### config.mk
export PLATFORM = sky130hd
export DESIGN_NAME = c25_mul_cell
export DESIGN_NICKNAME = d
export VERILOG_FILES = /design/src/rtl/c25_pkg.sv /design/src/rtl/c25_mul_cell.sv
export SDC_FILE = /design/constraint.sdc
export NUM_CORES = 2
export LEC_CHECK = 0
export BUFFER_PORTS_ARGS = -buffer_cell sky130_fd_sc_hd__buf_2
export CAP_MARGIN = 30
export CORE_ASPECT_RATIO = 1.5
export CORE_UTILIZATION = 60
export DETAILED_ROUTE_END_ITERATION = 10
export PLACE_DENSITY = 0.83
export SLEW_MARGIN = 15
export SYNTH_ARGS = -nofsm -noshare
export SYNTH_HDL_FRONTEND = slang
export SYNTH_SLANG_ARGS = --single-unit
### constraint.sdc
create_clock -name clk -period 11.2 [get_ports clk]
set_input_delay 1.68 -clock clk [delete_from_list [all_inputs] [get_ports clk]]
set_output_delay 1.68 -clock clk [all_outputs]
set_load 0.02 [all_outputs]
### src/rtl/c25_pkg.sv
// ----------------------------------------------------------------------------
// c25_pkg
// Shared types and constants of the arithmetic unit for the field modulo
// 2^255 - 19.
// ----------------------------------------------------------------------------
package c25_pkg;

	localparam int LIMB_W  = 32;
	localparam int NCELL   = 8;
	localparam int FE_W    = LIMB_W * NCELL;
	localparam int PROD_W  = 2 * FE_W;
	localparam int STEP_W  = $clog2(2 * NCELL);
	localparam int BIT_W   = 8;
	localparam int IN_W    = 520;
	localparam int OUT_W   = 256;

	localparam logic [254:0] P_MOD =
		255'h7fffffffffffffff_ffffffffffffffff_ffffffffffffffff_ffffffffffffffed;
	localparam logic [257:0] P_MOD_X4 =
		258'h1_ffffffffffffffff_ffffffffffffffff_ffffffffffffffff_ffffffffffffffb4;
	localparam logic [254:0] EXP_PM2 =
		255'h7fffffffffffffff_ffffffffffffffff_ffffffffffffffff_ffffffffffffffeb;
	localparam logic [FE_W-1:0] K_121666 = FE_W'(121666);
	localparam logic [BIT_W-1:0] EXP_TOP = BIT_W'(254);

	typedef enum logic [2:0] {
		OP_ADD  = 3'd0,
		OP_SUB  = 3'd1,
		OP_MUL  = 3'd2,
		OP_SQR  = 3'd3,
		OP_MULK = 3'd4,
		OP_INV  = 3'd5
	} op_e_t;

	typedef struct packed {
		logic valid;
		logic internal;
	} c25_tag_t;

endpackage

### src/rtl/c25_mul_cell.sv
// ----------------------------------------------------------------------------
// c25_mul_cell
// One cell of the multiplier row: a 32 by 32 bit multiply-accumulate that
// keeps a sum word and a carry word and hands its low word to its neighbour.
// ----------------------------------------------------------------------------
module c25_mul_cell (
	input  logic        clk,
	input  logic        en,
	input  logic        first,
	input  logic [31:0] a_word,
	input  logic [31:0] b_word,
	input  logic [31:0] lo_in,
	output logic [31:0] lo_out
);
	import c25_pkg::*;

	logic [LIMB_W-1:0]   lo_q;
	logic [LIMB_W-1:0]   hi_q;
	logic [2*LIMB_W-1:0] t;

	always_comb begin
		t = a_word * b_word;
		if (!first) begin
			t = t + {{LIMB_W{1'b0}}, lo_q} + {{LIMB_W{1'b0}}, hi_q};
		end
	end

	assign lo_out = t[LIMB_W-1:0];

	always_ff @(posedge clk) begin
		if (en) begin
			lo_q <= lo_in;
			hi_q <= t[2*LIMB_W-1:LIMB_W];
		end
	end

endmodule

==> out/metrics.cfg <==
[run_status]
status=finished with violations
violations=setup timing

[sta]
fin_skew_ns=0.00821
finalWorstSetupSlack_ns=-0.971
finalSetupTns_ns=-10.47
fin_crit_sh_pct=109
rsz0062_at_grt=yes
slew_headroom_pct=41.8
period_needed_ns=12.17
setup_violations=27
worst_pin_slew_ns=0.874
holdWs_ns=1.38
maxSlewViolCount=0
hold_viol=0
max_freq_ghz=0.0822

[clock_tree]
cts_max_level=3
clock_latency_ns=0.34
cts_tree=done
cts_buffer_depth=2
cts_sinks=64
cts-root-buf=clkbuf_16
cts_made_buffers=9
path_clk_slew_ns=0.06

[drt]
dr.pass1.iters=8
drt_iter0_drc=3361
routed_wl_um=130000
wl_per_cell_um=23.3
vias=33600
drc=0
ant_nets=0
viasPerCell=6.04

[cells_and_area]
fin_nets=6011
sequential_cell_area_sq_um=1920
drive_above_1_share_pct=20.0
fin_area_sq_um=46000
n_fill_cell=4297
multi_input_area_sq_um=34400
syn_to_final_growth_pct=16.8

[placed_design]
dpl_cell_area_sq_um=42900
gp_congestion=1.01
dp.final_hpwl_um=97600
place_ws_ns=-0.738
io_buffers=130

[setup_path]
crit_slowest_cell=fa_1
cpLargestDelayFamily=adder cells
crit_arrival_ns=10.49
crit_type=input port to output pin
required_ns=9.52
rrSetupSlack_ns=6.03
path_buf_inv=10
worst_path_largest_cell_delay_ns=0.80
crit_path_max_fanout=7
cpMostUsedCell=fa_1
worst_setup_path_end_kind=output pin
crit_path_start_kind=input port

[floorplan]
dieArea_sq_um=66700
die_h_um=316
rows=114
fp.dieW_um=211
initial_utilization_pct=60.9
core-area_sq_um=64600
io-pin-count=131

[grt]
grt_pass1_vias=36400
grt_usage_pct=38.2
grt_overflow=0
grt_max_degree=65
grt_pass1_wl_um=193000
antenna_found_initial=10

[run]
cap_violations=0

[yosys]
synth_top_area_share_pct=47.2
synthArstFlopShare_pct=0
synth_area_per_cell_sq_um=9.06
synth_fp_nets=5670
yosysTopAreaCell=fa_1
yosysSeqAreaShare_pct=4.88
synth_cell_types=99
syn-cell-area_sq_um=39400
synthTopCellsByArea=fa_1, ha_1, inv_1
yosys_warnings=0
netlist_instances=4347
ys.flop_type=edfxtp_1
synth_edf_count=64
synth_seq_cells=64

[min_path]
hp-class=flop to flop

[cell usage in the layout, fill, tap and decap left out, types with 41 or more instances in the layout]
cell type	count
inv_1	870
buf_2	87
o21ai_0	42
fa_2	41
and2_1	438
xnor2_1	46
nand2_1	663
buf_6	64
buf_4	417
nor2_1	71
xor2_1	41
fa_1	888
ha_4	48
edfxtp_1	64
a21oi_1	85
ha_1	244
[state kept, by name, indices dropped and copies added, names as in the netlist]
name and cells:
hi_q 32, lo_q 32
[cells in the mapped netlist (9+ instances only)]
cell        n
buf_2      15
nor2_1     80
a31oi_1    13
a21oi_1   115
nand4_1    34
buf_4      36
edfxtp_1   64
nand2b_1   15
xnor2_1    60
o21ai_1    17
clkbuf_1  208
o21ai_0    64
nand3_1    23
xor2_1     45
nor3_1     19
nor2b_1     9
inv_1     899
a21o_1     38
o211ai_1   18
nand2_1   674
ha_1      295
o21bai_1   12
fa_1      929
o21a_1     22
and2_1    466
a211oi_1   15
[worst register-to-register path: stages, from the launching register on]
cell and delay, ns:
edfxtp_1 0.42, inv_1 0.11, fa_1 0.42, inv_1 0.07, ha_1 0.23, inv_1 0.11
fa_1 0.47, nor2b_1 0.23, o2111ai_1 0.20, and3_1 0.22, o31ai_2 0.25, a21oi_2 0.12
buf_4 0.16, o41ai_2 0.36, buf_4 0.22, a31oi_1 0.17, or4b_4 0.58, nor4_4 0.25
nand4_1 0.16, xnor2_1 0.15
[kinds of logic after synthesis]
| group | after synthesis | synth area share [%] |
|---|---|---|
| AOI/OAI and AO/OA | 380 | 6.35 |
| muxes | 9 | 0.232 |
| xor gates and xnor gates | 109 | 2.50 |
| adders and majority gates | 1224 | 56.6 |
| buffers and inverters | 1167 | 11.7 |
| and+or+nand+nor | 1394 | 17.8 |
| DFF | 64 | 4.88 |
[worst paths after layout]
path / start / endpoint / cells after the start
max: a_word[16] / lo_out[27] / 34
min: hi_q[31] / hi_q[0] / 4
max reg2reg: hi_q[1] / hi_q[31] / 19
min reg2reg: hi_q[31] / hi_q[0] / 4
[stage by stage]
step | utilization [%] | instances
floorplan | - | 4347
global placement | 66.3 | 5460
detailed placement | 66.3 | 5460
CTS | 69.6 | 5519
global route | 71.1 | 5564
finish | 71.1 | 5569
[area by class of cell]
cell class / instances / area share (%)
multi-input combinational: 3116 / 74.8
clock inverter: 5 / 0.177
antenna: 6 / 0.0327
clock buffer: 11 / 0.506
timing repair buffer: 597 / 10.5
inverter: 900 / 7.37
sequential: 64 / 4.18
tap: 870 / 2.37
[repair_timing]
action,in CTS,in global routing
gates cloned,3,2
setup endpoints to repair,24,38
gates resized for setup,309,164
hold buffers,0,0
pin swaps,186,131
setup buffers,44,44
[metal layers]
layer | part of all wire (%) | GRT usage [%]
met1 | 30 | 40.3
met2 | 49 | 65.8
met3 | 9.3 | 7.75
met4 | 11 | 31.6
met5 | 0.051 | 0.359
Power is left out: the tool's default activity adds up to more than one toggle a clock period on the data nets, which glitch-free logic cannot reach.
